[config.mk]
export PLATFORM = sky130hd
export DESIGN_NAME = ordered_list_table
export DESIGN_NICKNAME = d
export VERILOG_FILES = /design/src/rtl/core/olt_pkg.sv /design/src/rtl/core/ordered_list_table.sv /design/src/rtl/core/olt_datapath.sv /design/src/rtl/core/olt_ctrl.sv
export SDC_FILE = /design/constraint.sdc
export NUM_CORES = 1
export LEC_CHECK = 0
export BUFFER_PORTS_ARGS = -buffer_cell sky130_fd_sc_hd__buf_2
export CORE_MARGIN = 3
export CORE_UTILIZATION = 60
export DETAILED_ROUTE_END_ITERATION = 7
export MAX_ROUTING_LAYER = met4
export PLACE_DENSITY_LB_ADDON = 0.12
export SLEW_MARGIN = 30
export SYNTH_ARGS = -nofsm -noshare
export SYNTH_HDL_FRONTEND = slang
export SYNTH_SLANG_ARGS = --single-unit
[constraint.sdc]
create_clock -name i_clk -period 10.7 [get_ports i_clk]
set_input_delay 2.14 -clock i_clk [delete_from_list [all_inputs] [get_ports i_clk]]
set_output_delay 2.14 -clock i_clk [all_outputs]
set_load 0.02 [all_outputs]
[src/rtl/core/olt_pkg.sv]
// ----------------------------------------------------------------------------
// olt_pkg: shared types and codes for the ordered list table
// Holds the request and result word layouts, request kinds, status codes
// and the command and status groups between controller and datapath.
// ----------------------------------------------------------------------------
package olt_pkg;

    // Default capacity of the list.
    localparam int OLT_DEPTH = 16;

    // Request kinds.
    localparam logic [2:0] REQ_PUSH_FRONT = 3'd0;
    localparam logic [2:0] REQ_PUSH_BACK  = 3'd1;
    localparam logic [2:0] REQ_POP_FRONT  = 3'd2;
    localparam logic [2:0] REQ_POP_BACK   = 3'd3;
    localparam logic [2:0] REQ_INSERT     = 3'd4;
    localparam logic [2:0] REQ_ERASE      = 3'd5;
    localparam logic [2:0] REQ_READ       = 3'd6;

    // Result status codes.
    typedef enum logic [1:0] {
        ST_OK     = 2'd0,
        ST_FULL   = 2'd1,
        ST_EMPTY  = 2'd2,
        ST_BADPOS = 2'd3
    } t_status;

    // Kind of list operation once a request has been decoded.
    typedef enum logic [1:0] {
        CLS_OPEN  = 2'd0,
        CLS_CLOSE = 2'd1,
        CLS_READ  = 2'd2
    } t_cls;

    // Request word.
    typedef struct packed {
        logic [2:0]         req_type;
        logic signed [31:0] value_in;
        logic [4:0]         index_in;
    } t_req;

    // Result word.
    typedef struct packed {
        logic signed [31:0] value_out;
        logic [4:0]         count;
        logic               is_empty;
        logic [1:0]         status;
    } t_res;

    // Commands from the controller to the datapath.
    typedef struct packed {
        logic load;
        logic check;
        logic rd;
        logic wr;
        logic put;
        logic finish;
    } t_cmd;

    // Status from the datapath to the controller.
    typedef struct packed {
        logic err;
        t_cls cls;
        logic more;
    } t_stat;

endpackage

[src/rtl/core/ordered_list_table.sv]
// The result strobe is registered from the finish step. An error goes from the
// check straight to the finish and a read reads its entry and then finishes;
// other operations read and write back each shifted entry (none for a pop back).
// Push and insert then put the new value. One request at a time; entries move
// one at a time through the entry memory. The receiver cannot stall.
// Reset (synchronous, active low) empties the list; entry contents are kept.
// ----------------------------------------------------------------------------
// ordered_list_table: bounded ordered list of signed 32-bit entries
// Supports push and pop at both ends, insert, erase and read at a position,
// keeping the list contiguous by shifting entries.
// ----------------------------------------------------------------------------
module ordered_list_table #(
    parameter int DEPTH = olt_pkg::OLT_DEPTH
) (
    input  logic          i_clk,
    input  logic          i_rst_n,
    input  logic          start,
    output logic          busy,
    input  olt_pkg::t_req i_req,
    output olt_pkg::t_res o_result,
    output logic          o_strobe
);
    import olt_pkg::*;

    t_cmd  w_cmd;
    t_stat w_stat;

    // Sequencer.
    olt_ctrl u_ctrl (
        .i_clk   (i_clk),
        .i_rst_n (i_rst_n),
        .start   (start),
        .i_stat  (w_stat),
        .o_cmd   (w_cmd),
        .busy    (busy)
    );

    // Storage and decode.
    olt_datapath #(
        .DEPTH (DEPTH)
    ) u_datapath (
        .i_clk    (i_clk),
        .i_rst_n  (i_rst_n),
        .i_req    (i_req),
        .i_cmd    (w_cmd),
        .o_stat   (w_stat),
        .o_result (o_result),
        .o_strobe (o_strobe)
    );

endmodule

[src/rtl/core/olt_datapath.sv]
// ----------------------------------------------------------------------------
// olt_datapath: list storage, count and request decode
// Holds the entry memory, the entry count and the move pointer, decodes the
// latched request into an operation and builds the result word.
// ----------------------------------------------------------------------------
module olt_datapath #(
    parameter int DEPTH = olt_pkg::OLT_DEPTH
) (
    input  logic          i_clk,
    input  logic          i_rst_n,
    input  olt_pkg::t_req i_req,
    input  olt_pkg::t_cmd i_cmd,
    output olt_pkg::t_stat o_stat,
    output olt_pkg::t_res o_result,
    output logic          o_strobe
);
    import olt_pkg::*;

    localparam int CW = $clog2(DEPTH + 1);
    localparam int AW = $clog2(DEPTH);
    localparam int XW = (CW > 5) ? CW : 5;

    logic [31:0]   mem [DEPTH];

    logic [2:0]    r_kind;
    logic [31:0]   r_val;
    logic [4:0]    r_idx;
    logic [CW-1:0] r_count;
    logic [CW-1:0] r_ptr;
    logic [31:0]   r_rdata;
    t_res          r_result;
    logic          r_strobe;

    t_status       w_status;
    t_cls          w_cls;
    logic [CW-1:0] w_at;
    logic          w_full;
    logic          w_zero;
    logic [XW-1:0] w_idx_x;
    logic [XW-1:0] w_cnt_x;
    logic [CW:0]   w_ptr_inc;
    logic [CW-1:0] w_raddr;
    logic [AW-1:0] w_waddr;
    logic [31:0]   w_wdata;
    logic [CW-1:0] n_count;
    logic [CW-1:0] n_ptr;
    t_res          n_result;

    // Decode the latched request against the current count.
    always_comb begin
        w_full  = (r_count == CW'(DEPTH));
        w_zero  = (r_count == '0);
        w_idx_x = XW'(r_idx);
        w_cnt_x = XW'(r_count);
        w_status = ST_OK;
        w_cls    = CLS_READ;
        w_at     = '0;
        case (r_kind)
            REQ_PUSH_FRONT: begin
                w_cls = CLS_OPEN;
                if (w_full) w_status = ST_FULL;
            end
            REQ_PUSH_BACK: begin
                w_cls = CLS_OPEN;
                w_at  = r_count;
                if (w_full) w_status = ST_FULL;
            end
            REQ_POP_FRONT: begin
                w_cls = CLS_CLOSE;
                if (w_zero) w_status = ST_EMPTY;
            end
            REQ_POP_BACK: begin
                w_cls = CLS_CLOSE;
                w_at  = r_count - 1'b1;
                if (w_zero) w_status = ST_EMPTY;
            end
            REQ_INSERT: begin
                w_cls = CLS_OPEN;
                w_at  = w_idx_x[CW-1:0];
                if (w_full)                 w_status = ST_FULL;
                else if (w_idx_x > w_cnt_x) w_status = ST_BADPOS;
            end
            REQ_ERASE: begin
                w_cls = CLS_CLOSE;
                w_at  = w_idx_x[CW-1:0];
                if (w_idx_x >= w_cnt_x) w_status = ST_BADPOS;
            end
            REQ_READ: begin
                w_cls = CLS_READ;
                w_at  = w_idx_x[CW-1:0];
                if (w_idx_x >= w_cnt_x) w_status = ST_BADPOS;
            end
            default: begin
                w_status = ST_BADPOS;
            end
        endcase
    end

    // Status to the controller: error, operation kind and whether another entry still has to move.
    always_comb begin
        w_ptr_inc = {1'b0, r_ptr} + 1'b1;
        o_stat.err  = (w_status != ST_OK);
        o_stat.cls  = w_cls;
        case (w_cls)
            CLS_OPEN:  o_stat.more = (r_ptr > w_at);
            CLS_CLOSE: o_stat.more = (w_ptr_inc < {1'b0, r_count});
            default:   o_stat.more = 1'b0;
        endcase
    end

    // Memory addresses and write data.
    always_comb begin
        case (w_cls)
            CLS_OPEN:  w_raddr = r_ptr - 1'b1;
            CLS_CLOSE: w_raddr = w_ptr_inc[CW-1:0];
            default:   w_raddr = w_at;
        endcase
        w_waddr = i_cmd.put ? w_at[AW-1:0] : r_ptr[AW-1:0];
        w_wdata = i_cmd.put ? r_val : r_rdata;
    end

    // Entry memory with registered read data.
    always_ff @(posedge i_clk) begin
        if (i_cmd.wr || i_cmd.put) begin
            mem[w_waddr] <= w_wdata;
        end
        if (i_cmd.rd) begin
            r_rdata <= mem[w_raddr[AW-1:0]];
        end
    end

    // Pointer start and step, new count and the result word.
    always_comb begin
        n_ptr = r_ptr;
        if (i_cmd.check) begin
            n_ptr = (w_cls == CLS_OPEN) ? r_count : w_at;
        end else if (i_cmd.wr) begin
            n_ptr = (w_cls == CLS_OPEN) ? r_ptr - 1'b1 : w_ptr_inc[CW-1:0];
        end

        n_count = r_count;
        if (w_status == ST_OK) begin
            if (w_cls == CLS_OPEN)       n_count = r_count + 1'b1;
            else if (w_cls == CLS_CLOSE) n_count = r_count - 1'b1;
        end

        n_result.value_out = ((w_status == ST_OK) && (w_cls == CLS_READ)) ?
                             r_rdata : '0;
        n_result.count     = 5'(n_count);
        n_result.is_empty  = (n_count == '0);
        n_result.status    = w_status;
    end

    // Request latch, move pointer and result register.
    always_ff @(posedge i_clk) begin
        if (i_cmd.load) begin
            r_kind <= i_req.req_type;
            r_val  <= i_req.value_in;
            r_idx  <= i_req.index_in;
        end
        r_ptr <= n_ptr;
        if (i_cmd.finish) begin
            r_result <= n_result;
        end
    end

    // Count and result strobe.
    always_ff @(posedge i_clk) begin
        if (!i_rst_n) begin
            r_count  <= '0;
            r_strobe <= 1'b0;
        end else begin
            r_strobe <= i_cmd.finish;
            if (i_cmd.finish) begin
                r_count <= n_count;
            end
        end
    end

    assign o_result = r_result;
    assign o_strobe = r_strobe;

endmodule

[src/rtl/core/olt_ctrl.sv]
// ----------------------------------------------------------------------------
// olt_ctrl: sequencing state machine for the ordered list table
// Accepts a request, walks the entry moves one at a time and then
// commits the count and issues the result.
// ----------------------------------------------------------------------------
module olt_ctrl (
    input  logic           i_clk,
    input  logic           i_rst_n,
    input  logic           start,
    input  olt_pkg::t_stat i_stat,
    output olt_pkg::t_cmd  o_cmd,
    output logic           busy
);
    import olt_pkg::*;

    typedef enum logic [6:0] {
        S_IDLE  = 7'b0000001,
        S_CHECK = 7'b0000010,
        S_MOVE  = 7'b0000100,
        S_RD    = 7'b0001000,
        S_WR    = 7'b0010000,
        S_PUT   = 7'b0100000,
        S_FIN   = 7'b1000000
    } t_state;

    t_state r_state;
    t_state n_state;

    // Next state and commands.
    always_comb begin
        n_state = r_state;
        o_cmd   = '0;
        unique case (r_state)
            S_IDLE: begin
                if (start) begin
                    o_cmd.load = 1'b1;
                    n_state    = S_CHECK;
                end
            end
            S_CHECK: begin
                o_cmd.check = 1'b1;
                if (i_stat.err)                n_state = S_FIN;
                else if (i_stat.cls == CLS_READ) n_state = S_RD;
                else                           n_state = S_MOVE;
            end
            S_MOVE: begin
                if (i_stat.more)                 n_state = S_RD;
                else if (i_stat.cls == CLS_OPEN) n_state = S_PUT;
                else                             n_state = S_FIN;
            end
            S_RD: begin
                o_cmd.rd = 1'b1;
                n_state  = (i_stat.cls == CLS_READ) ? S_FIN : S_WR;
            end
            S_WR: begin
                o_cmd.wr = 1'b1;
                n_state  = S_MOVE;
            end
            S_PUT: begin
                o_cmd.put = 1'b1;
                n_state   = S_FIN;
            end
            S_FIN: begin
                o_cmd.finish = 1'b1;
                n_state      = S_IDLE;
            end
            default: begin
                n_state = S_IDLE;
            end
        endcase
    end

    // State register.
    always_ff @(posedge i_clk) begin
        if (!i_rst_n) begin
            r_state <= S_IDLE;
        end else begin
            r_state <= n_state;
        end
    end

    assign busy = (r_state != S_IDLE);

endmodule
==> flow_summary.yaml, run 1 <==
detailed_routing:
  drt_first_pass_iters: 5
  drt_first_iter_violations: 1095
  wl_um: 56900
  ant_nets: 0
  avgViaCountPerCell: 5.96
  avgRoutedWirePerCell_um: 24.3
  num_vias: 13900
  drc: 0
clock_tree:
  cts_resized: 0
  h-tree-depth: 3
  clock-root-buffer: "clkbuf_16"
  cts_hold_buf: 0
  clk_latency_ns: 0.58
  clock_sinks: 642
  cts_buffer_depth: 3
  post_cts_buffers: 0
  cts_tree: "built"
  clk_pin_slew_ns: 0.06
  numCtsBuffers: 66
placed_design:
  numPortBuffers: 84
  place_inst: 2224
  dpl.hpwl_um: 30300
  place_congestion: 0.867
final_layout:
  n_antenna_cell: 0
  fill_cells: 2908
  syn2layout_area_growth_pct: 12.3
  drive_gt1_share_pct: 13.9
  layoutNonFillerInstCount: 2339
  nNetsFinal: 1769
critical_path:
  critPathLaunchType: "flip-flop"
  critPathRequiredTime_ns: 10.99
  crit_end: "u_datapath.r_rdata[13]$_DFFE_PN_"
  crit_type: "flip-flop to flip-flop"
  crit_path_end_kind: "flip-flop"
  rr_startpoint: "u_datapath.r_kind[1]$_DFFE_PP_"
  timing.rr.end: "u_datapath.r_rdata[13]$_DFFE_PN_"
  worst_ep_arrival_time_ns: 4.90
  startpoint: "u_datapath.r_kind[1]$_DFFE_PP_"
  path_max_fanout: 83
  reg2reg_setup_slack_ns: 6.09
  r2r_cells: 9
logic_synthesis:
  ys_seq_area_share_pct: 71.9
  postSynthCellCount: 1605
  synth.distinct_cells: 62
  ys.flop_type: "edfxtp_1"
  syn_nets: 1666
  syn_area_per_cell_um2: 16.6
  ys.warnings.count: 0
  synth_seq_cells: 642
  syn_area_um2: 26600
  ys_async_sr_fraction_pct: 0
  synth-edff-count: 629
sta:
  rsz0062_at_grt: "no"
  setup_viol: 0
  finalCriticalPeriod_ns: 4.61
  tightest_slew_ns: 1.06
  relSlewSlack_pct: 29.5
  skew_ns: 0.0141
  hold_violations: 0
  tns_ns: 0
  fmax_mhz: 217
  min_period_over_period_pct: 43.1
  slew_viol_final: 0
global_routing:
  grt_pass1_wl_um: 86600
  overflow: 0
  grtUsageTotal_pct: 25.4
  grt_max_degree: 144
  grt_pass1_vias: 14200
  antenna_found_initial: 0
power_and_ir_drop:
  internal-power_w: 0.00423
  peakVddDrop_uv: 129
  combPwrFrac_pct: 9.3
  p_seq_share_pct: 51.0
  p_leak_nw: 11.2
  switching_share_pct: 22.2
  p_clk_share_pct: 39.7
  net-switching-power_w: 0.00120
  p_per_area_nw_per_um2: 182
die:
  die-area_um2: 47000
  fp.coreArea_um2: 43500
  die_width_um: 217
  rows: 76
  die_h_um: 217
  initial_utilization_pct: 61.3
  ios: 85
status:
  status: "complete, no violations"
run:
  maxCapViolCount: 0
hold_path:
  hp-class: "flip-flop to flip-flop"
power by group through the flow:
stage | logic, W | clock network, W | registers [W]
2_1_floorplan | 0.000389 | 0 | 0.00282
3_3_place_gp | 0.000495 | 0 | 0.00283
3_5_place_dp | 0.000505 | 0 | 0.00283
4_1_cts | 0.000507 | 0.00219 | 0.00277
5_1_grt | 0.000545 | 0.00230 | 0.00277
6_report | 0.000506 | 0.00216 | 0.00277
routing by layer:
metal | wire, um | track usage, % | share of wire [%] | vias to the layer above
li1 | - | - | - | 6349
met1 | 24600 | 34.4 | 43 | 7059
met2 | 27700 | 40.5 | 49 | 425
met3 | 3160 | 4.12 | 5.6 | 105
met4 | 1450 | 7.18 | 2.6 | 0
met5 | 0 | - | 0 | -
layout by cell type (no fill, tap or decap), drive strengths merged, types with 3 or more instances in the layout:
master,synthesis,routed
edfxtp,629,629
mux2i,484,484
nand2,130,130
buf,63,116
clkbuf,18,85
nor2,41,41
and2,35,35
clkinv,0,23
inv,19,22
a21oi,21,21
ha,18,18
o21ai,18,18
dfxtp,13,13
nand3,10,10
xnor2,10,10
nor3,10,10
a31oi,10,10
o21a,8,8
nor2b,7,7
nor4,5,5
nor3b,5,5
nand3b,4,4
o211ai,4,4
a21boi,4,4
bufinv,0,3
a211oi,3,3
or3,3,3
worst max-delay path, stage by stage, from the launching register on:
cell      delay (ns)
edfxtp_1        0.93
nand2_1         0.66
a21oi_4         0.31
buf_4           0.61
buf_12          0.46
buf_16          0.44
mux2i_1         0.28
mux2i_1         0.11
mux2i_1         0.22
mux2i_1         0.11
synth_stat cells, drive strengths merged (2+ instances only):
master,instances,area (um^2)
nor4,5,31.3
and3,2,12.5
buf,63,318
dfxtp,13,260
o221ai,2,17.5
o21ai,18,90.1
edfxtp,629,18900
nor3,10,61.3
o32a,2,32.5
nor2b,7,43.8
a22oi,2,15.0
o21a,8,60.1
a32oi,2,17.5
mux2i,484,4840
ha,18,225
inv,19,71.3
or3,3,23.8
nand4,2,12.5
nand3b,4,30.0
and2,35,219
o211ai,4,30.0
nand3,10,50.1
xnor2,10,87.6
nor3b,5,42.5
a31oi,10,81.3
a21oi,21,109
mux2,2,22.5
clkbuf,18,67.6
a21o,2,15.0
a21boi,4,30.0
nand2,130,488
a211oi,3,27.5
nor2,41,156
cells by family after synthesis:
| family | synth area share [%] |
|---|---|
| AOI/OAI and AO/OA | 2.34 |
| xor gates and xnor gates | 0.362 |
| adders and majority gates | 0.845 |
| buffers and inverters | 1.71 |
| DFF | 71.9 |
| muxes | 18.4 |
| and+or+nand+nor | 4.53 |
metrics by stage:
stage	area, um^2	util, %	total power (W)	setup slack, ns	hold WS (ns)
2_1_floorplan	26600	-	0.00321	6.41	0.497
4_1_cts	29900	68.8	0.00547	6.20	0.546
3_3_place_gp	27900	64.1	0.00332	6.32	0.532
3_5_place_dp	27900	64.2	0.00333	6.24	0.534
5_1_grt	29900	68.9	0.00562	5.78	0.570
6_report	29900	68.9	0.00544	6.09	0.549
registers in the layout (all words and copies together) (netlist names):
signal	count
u_datapath.r_ptr	5
u_datapath.o_strobe	1
u_datapath.r_val	32
u_datapath.r_rdata	32
u_datapath.r_kind	3
u_datapath.r_count	5
u_datapath.o_result	40
u_ctrl.r_state	7
u_datapath.r_idx	5
u_datapath.mem	512
layout make-up:
cell class / count / area, um^2 / area share (%)
flip-flops and latches: 642 / 19100 / 64.0
multi-input cells: 863 / 7240 / 24.2
clock buffers: 85 / 1800 / 6.00
well taps: 585 / 732 / 2.45
repair buffers: 116 / 726 / 2.43
clock inverters: 29 / 213 / 0.711
inverters: 19 / 71.3 / 0.238
how the worst min path moves through the flow:
stage / slack [ns] / cells past startpoint / startpoint / endpoint
global route: 0.57 / 1 / u_datapath.r_rdata[10]$_DFFE_PN_ / u_datapath.o_result[18]$_SDFFCE_PP0P_
floorplan: 0.50 / 2 / u_ctrl.r_state[2]$_SDFFE_PN0P_ / u_ctrl.r_state[5]$_SDFFE_PN0P_
global placement: 0.53 / 2 / u_ctrl.r_state[2]$_SDFFE_PN0P_ / u_ctrl.r_state[5]$_SDFFE_PN0P_
CTS: 0.55 / 2 / u_ctrl.r_state[2]$_SDFFE_PN0P_ / u_ctrl.r_state[5]$_SDFFE_PN0P_
finish: 0.55 / 1 / u_datapath.r_rdata[27]$_DFFE_PN_ / u_datapath.o_result[35]$_SDFFCE_PP0P_
detailed placement: 0.53 / 2 / u_ctrl.r_state[2]$_SDFFE_PN0P_ / u_ctrl.r_state[5]$_SDFFE_PN0P_
Note: power is estimated with default switching activity, not from simulation.
==> run 2, diff against run 1 <==
--- a/config.mk
+++ b/config.mk
@@ -5,6 +5,7 @@
 export SDC_FILE = /design/constraint.sdc
 export NUM_CORES = 1
 export LEC_CHECK = 0
+export ABC_AREA = 1
 export BUFFER_PORTS_ARGS = -buffer_cell sky130_fd_sc_hd__buf_2
 export CORE_MARGIN = 3
 export CORE_UTILIZATION = 60
==> constraint.sdc (replaced) <==
create_clock -name i_clk -period 4.7 [get_ports i_clk]
set_input_delay 0.94 -clock i_clk [delete_from_list [all_inputs] [get_ports i_clk]]
set_output_delay 0.94 -clock i_clk [all_outputs]
set_load 0.02 [all_outputs]
==> run 2 against run 1 <==
  * Clock power grew to 2.5 times the previous value
  * Worst setup slack got worse by 4.9 ns
  * Combinational power up 130%
  * Synthesized cell count grew 45%
  * Final cell count grew 32%
  * Synthesized area grew 1.5%
  * Utilization up 0.70 points
  * Highest routed layer unchanged
  * Worst hold slack got worse by 0.039 ns
  * Critical endpoint is now u_datapath.mem[4][27]$_DFFE_PP_
  * Largest cell class unchanged
  * Via count is 24% higher
  * Sequential power up 130%
==> flow_summary.yaml, run 2 <==
status:
  status: "complete, no violations"
detailed_routing:
  drt_first_pass_iters: 8
  avgRoutedWirePerCell_um: 19.7
  ant_nets: 0
  drt_first_iter_violations: 1715
  wl_um: 60700
  avgViaCountPerCell: 5.59
  drc: 0
  num_vias: 17200
sta:
  skew_ns: 0.0208
  fmax_mhz: 285
  slew_viol_final: 0
  relSlewSlack_pct: 37.8
  hold_violations: 0
  tns_ns: 0
  setup_viol: 0
  rsz0062_at_grt: "no"
  tightest_slew_ns: 0.931
  min_period_over_period_pct: 74.6
  finalCriticalPeriod_ns: 3.51
final_layout:
  drive_gt1_share_pct: 14.5
  largest_register_ffs: 512
  final_cell_mix: "edfxtp_1 (629), nand2_1 (595), inv_1 (281)"
  final_common_cell: "edfxtp_1"
  syn2layout_area_growth_pct: 14.0
  multi_input_area_um2: 6500
  top_register: "u_datapath.mem"
  regArea_um2: 19100
  layoutNonFillerInstCount: 3080
  nNetsFinal: 2496
  fill_cells: 3129
  n_antenna_cell: 0
  finalInstanceArea_um2: 30800
global_routing:
  use_met1_pct: 37.4
  grtUsageMet3_pct: 4.39
  antenna_found_initial: 0
  grtUsageTotal_pct: 26.9
  grt_max_degree: 101
  overflow: 0
  use_met2_pct: 42.0
  grt_pass1_vias: 16700
  gr-max-usage-layer: "met2"
  grt_pass1_wl_um: 94700
logic_synthesis:
  ys_seq_area_share_pct: 70.8
  synth-edff-count: 629
  syn_nets: 2395
  ys.warnings.count: 0
  post-synth-top-count-cell: "edfxtp_1"
  synth.top_cells.by_count: "edfxtp_1 (629), nand2_1 (595), inv_1 (282)"
  synth.top_cell.area_share_pct: 69.9
  syn_area_um2: 27000
  synthTopCellsByArea: "edfxtp_1 (70%), nand2_1 (8.3%), o21ai_0 (4.6%), nand3_1 (4.0%), inv_1 (3.9%)"
  syn_area_per_cell_um2: 11.6
  ys_async_sr_fraction_pct: 0
  synth_top_area_cell: "edfxtp_1"
  postSynthCellCount: 2334
  synth.distinct_cells: 37
  synth_seq_cells: 642
  ys.flop_type: "edfxtp_1"
critical_path:
  path_max_fanout: 44
  worst_ep_arrival_time_ns: 3.78
  critPathLaunchType: "flip-flop"
  crit_type: "flip-flop to flip-flop"
  reg2reg_setup_slack_ns: 1.19
  critPathRequiredTime_ns: 4.98
  crit_path_end_kind: "flip-flop"
placed_design:
  dpl-instance-area_um2: 28500
  numPortBuffers: 84
  place_congestion: 0.871
  dpl.hpwl_um: 36500
  place_inst: 2958
clock_tree:
  numCtsBuffers: 67
  clock-root-buffer: "clkbuf_16"
  cts_resized: 0
  cts_hold_buf: 0
  cts_tree: "built"
  clk_pin_slew_ns: 0.06
  h-tree-depth: 3
  clk_latency_ns: 0.61
  clock_sinks: 642
  post_cts_buffers: 0
  cts_buffer_depth: 3
die:
  rows: 77
  ios: 85
  fp.coreArea_um2: 44300
  initial_utilization_pct: 61.0
  die_h_um: 218
  die-area_um2: 47600
  die_width_um: 218
hold_path:
  hp-class: "input port to flip-flop"
power_and_ir_drop:
  peakVddDrop_uv: 325
  p_per_area_nw_per_um2: 419
  p_leak_nw: 11.8
run:
  maxCapViolCount: 0
-- run 2: changes by cell type after synthesis, moves of 9 or more --
cell and change:
mux2i_1 -484, inv_1 +263, buf_4 +9, clkbuf_1 +22, o21ai_0 +234, and2_1 -35, nand2_1 +465, nand3_1 +204
nor2_1 +36, mux2_2 +62
-- run 2: power breakdown --
group	switching (W)	internal (W)
logic	0.000812	0.000346
clock network	0.00217	0.00328
registers	0.0000221	0.00628
-- run 2: cell families (layout without fill, tap and decap cells) --
group,after synthesis,in the layout,share of synthesized area (%)
AO/OA/AOI/OAI,291,291,5.55
multiplexers,64,64,2.67
flip-flops,642,642,70.8
AND/OR/NAND/NOR,907,907,13.8
adder cells (fa/ha/maj),18,18,0.833
buffers and inverters,403,557,5.99
XOR/XNOR,9,9,0.292
-- run 2: worst paths after layout --
path / start / cells past startpoint / endpoint
max: u_ctrl.r_state[0]$_SDFFE_PN1P_ / 10 / u_datapath.mem[4][27]$_DFFE_PP_
min: i_req[27] / 1 / u_datapath.r_val[22]$_DFFE_PP_
max reg2reg: u_ctrl.r_state[0]$_SDFFE_PN1P_ / 10 / u_datapath.mem[4][27]$_DFFE_PP_
min reg2reg: u_ctrl.r_state[1]$_SDFFE_PN0P_ / 2 / u_ctrl.r_state[1]$_SDFFE_PN0P_
-- run 2: layer usage --
metal	vias up	share of wire, %
met4	0	2.2
met1	8289	43
li1	8160	-
met5	-	0
met3	116	7.5
met2	650	47
-- run 2: through the flow --
stage | total power, W | utilization (%) | hold WS, ns | worst slack [ns]
floorplan | 0.00722 | - | 0.468 | 0.189
global placement | 0.00756 | 64.0 | 0.500 | 1.19
detailed placement | 0.00757 | 64.4 | 0.507 | 1.18
CTS | 0.0130 | 69.5 | 0.476 | 1.18
global route | 0.0134 | 69.6 | 0.484 | 0.850
finish | 0.0129 | 69.6 | 0.510 | 1.19
-- run 2: layout make-up --
class                   count  area share [%]
flip-flops and latches    642            62.1
clock buffers              79            5.79
multi-input cells        1289            21.1
clock inverters            43            1.60
well taps                 592            2.40
inverters                 291            3.55
repair buffers            144            3.45
-- run 2: worst max-delay path: stages (launching register included) --
cell     delay [ns]
dfxtp_1        0.32
nor2_1         0.18
nand2_1        0.13
inv_1          0.07
nand2_1        0.11
inv_2          0.70
o21ai_0        0.29
nor2_1         0.19
nand2_1        0.26
nor2_4         0.52
buf_4          0.39
==> run 3, diff against run 2 <==
--- a/config.mk
+++ b/config.mk
@@ -8,7 +8,7 @@
 export ABC_AREA = 1
 export BUFFER_PORTS_ARGS = -buffer_cell sky130_fd_sc_hd__buf_2
 export CORE_MARGIN = 3
-export CORE_UTILIZATION = 60
+export CORE_UTILIZATION = 56
 export DETAILED_ROUTE_END_ITERATION = 7
 export MAX_ROUTING_LAYER = met4
 export PLACE_DENSITY_LB_ADDON = 0.12
==> constraint.sdc (replaced) <==
create_clock -name i_clk -period 2.9 [get_ports i_clk]
set_input_delay 0.58 -clock i_clk [delete_from_list [all_inputs] [get_ports i_clk]]
set_output_delay 0.58 -clock i_clk [all_outputs]
set_load 0.02 [all_outputs]
==> run 3 against run 2 <==
  * Clock power is 52% higher
  * Maximum frequency is 29% higher
  * Critical endpoint is now u_datapath.r_rdata[10]$_DFFE_PN_
  * Power is 59% higher
==> flow_summary.yaml, run 3 (synthesis results as in run 2) <==
status:
  status: "complete, no violations"
final_layout:
  final_common_cell: "edfxtp_1"
  nNetsFinal: 2558
  drive_gt1_share_pct: 16.0
  n_antenna_cell: 0
  finish.utilization_pct: 66.5
  largest_register_ffs: 512
  syn2layout_area_growth_pct: 16.1
  final_cell_mix: "edfxtp_1 (629), nand2_1 (595), inv_1 (281)"
  top_register: "u_datapath.mem"
sta:
  min_period_over_period_pct: 93.6
  skew_ns: 0.0207
  fmax_mhz: 368
  slew_viol_final: 0
  tightest_slew_ns: 0.781
  finalHoldWorstSlack_ns: 0.150
  relSlewSlack_pct: 47.4
  setup_viol: 0
  finalCriticalPeriod_ns: 2.72
  hold_violations: 0
critical_path:
  slowest_delay_ns: 0.50
  r2r_cells: 12
  worst_ep_arrival_time_ns: 3.05
  crit_type: "flip-flop to flip-flop"
  timing.rr.end: "u_datapath.r_rdata[10]$_DFFE_PN_"
  reg2reg_setup_slack_ns: 0.18
  critPathRequiredTime_ns: 3.23
  worstPathCellList: "clkbuf_2, buf_4, nand2_4, inv_2, o21ai_4, buf_12, buf_12, mux2_2, nand2_1, nand3_1, nand3_1, nand2_1"
  rr_startpoint: "u_datapath.r_kind[2]$_DFFE_PP_"
  path_max_fanout: 32
  crit_path_end_kind: "flip-flop"
  critPathLaunchType: "flip-flop"
  slowest_stage: "edfxtp_1"
clock_tree:
  clk_latency_ns: 0.60
  cts_resized: 0
  clk_pin_slew_ns: 0.06
  cts_buffer_depth: 3
  h-tree-depth: 3
  clock-root-buffer: "clkbuf_16"
  cts_tree: "built"
  cts_hold_buf: 0
  clock_sinks: 642
  post_cts_buffers: 0
  numCtsBuffers: 67
power_and_ir_drop:
  p_clk_share_pct: 40.5
  internal-power_w: 0.0156
  p_leak_nw: 12.1
  p_per_area_nw_per_um2: 654
  combPwrFrac_pct: 9.7
  p_seq_share_pct: 49.8
  peakVddDrop_uv: 518
  net-switching-power_w: 0.00489
  switching_share_pct: 23.8
die:
  ios: 85
  die_h_um: 226
  die_width_um: 226
  die-area_um2: 50900
  fp.coreArea_um2: 47100
  initial_utilization_pct: 57.3
  rows: 79
placed_design:
  dpl.hpwl_um: 39100
  place_congestion: 0.862
  numPortBuffers: 84
global_routing:
  antenna_found_initial: 0
  grt_pass1_vias: 17300
  grtUsageTotal_pct: 26.2
  overflow: 0
  grt_pass1_wl_um: 97900
  grt_max_degree: 96
hold_path:
  hold_end: "u_datapath.r_val[31]$_DFFE_PP_"
  hp-start: "i_req[36]"
  hp-class: "input port to flip-flop"
  hold_depth: 1
detailed_routing:
  drt_first_iter_violations: 1848
  drc: 0
  avgRoutedWirePerCell_um: 20.0
  wl_um: 63200
  ant_nets: 0
  drt_first_pass_iters: 6
  num_vias: 17500
  avgViaCountPerCell: 5.54
run:
  maxCapViolCount: 0
## run 3: how the worst max path moves through the flow
| stage | from | endpoint | slack [ns] |
|---|---|---|---|
| floorplan | u_datapath.r_count[0]$_SDFFE_PN0P_ | u_datapath.mem[6][0]$_DFFE_PP_ | -0.35 |
| global placement | u_datapath.r_kind[2]$_DFFE_PP_ | u_datapath.r_rdata[26]$_DFFE_PN_ | 0.26 |
| detailed placement | u_datapath.r_kind[2]$_DFFE_PP_ | u_datapath.r_rdata[10]$_DFFE_PN_ | 0.15 |
| CTS | u_datapath.r_kind[2]$_DFFE_PP_ | u_datapath.r_rdata[10]$_DFFE_PN_ | 0.14 |
| global route | u_datapath.r_kind[1]$_DFFE_PP_ | u_datapath.mem[8][31]$_DFFE_PP_ | -0.01 |
| finish | u_datapath.r_kind[2]$_DFFE_PP_ | u_datapath.r_rdata[10]$_DFFE_PN_ | 0.18 |
## run 3: final cells by class
class / count / area (um^2)
Timing Repair Buffer: 206 / 1800
Tap cell: 607 / 759
Sequential cell: 642 / 19100
Inverter: 291 / 1090
Fill cell: 3461 / 15800
Multi-Input combinational cell: 1289 / 6450
Clock buffer: 80 / 1790
Clock inverter: 43 / 338
## run 3: per-stage QoR
stage          power, W  setup slack, ns  std cells  TNS (ns)  instance area [um^2]
6_report         0.0205            0.184       3158         0                 31400
5_1_grt          0.0213          -0.0100       3158    -0.108                 31400
4_1_cts          0.0207            0.143       3151         0                 31300
3_5_place_dp     0.0124            0.151       3028         0                 29200
3_3_place_gp     0.0124            0.263       3028         0                 29200
2_1_floorplan    0.0117           -0.347       2334   -152.43                 27100
## run 3: critical path: cells and delay by family, from the launching register on
kind	cells	cell delay, ns
DFF	1	0.50
and+or+nand+nor	5	0.51
muxes	1	0.34
AOI/OAI and AO/OA	1	0.22
buffers and inverters	5	0.84
## run 3: power groups by stage
stage                     clock network (W)  registers [W]  logic (W)
after global placement                    0         0.0104    0.00195
after global routing                0.00883         0.0102    0.00221
final                               0.00831         0.0102    0.00199
after detailed placement                  0         0.0104    0.00198
after floorplan                           0         0.0104    0.00130
after CTS                           0.00846         0.0102    0.00199
## run 3: per-layer routing
metal	vias up	track usage, %	part of all wire [%]
met5	-	-	0
met4	0	9.37	3.2
met3	145	4.28	6.1
met2	592	42.3	49
met1	8471	33.9	42
li1	8280	-	-
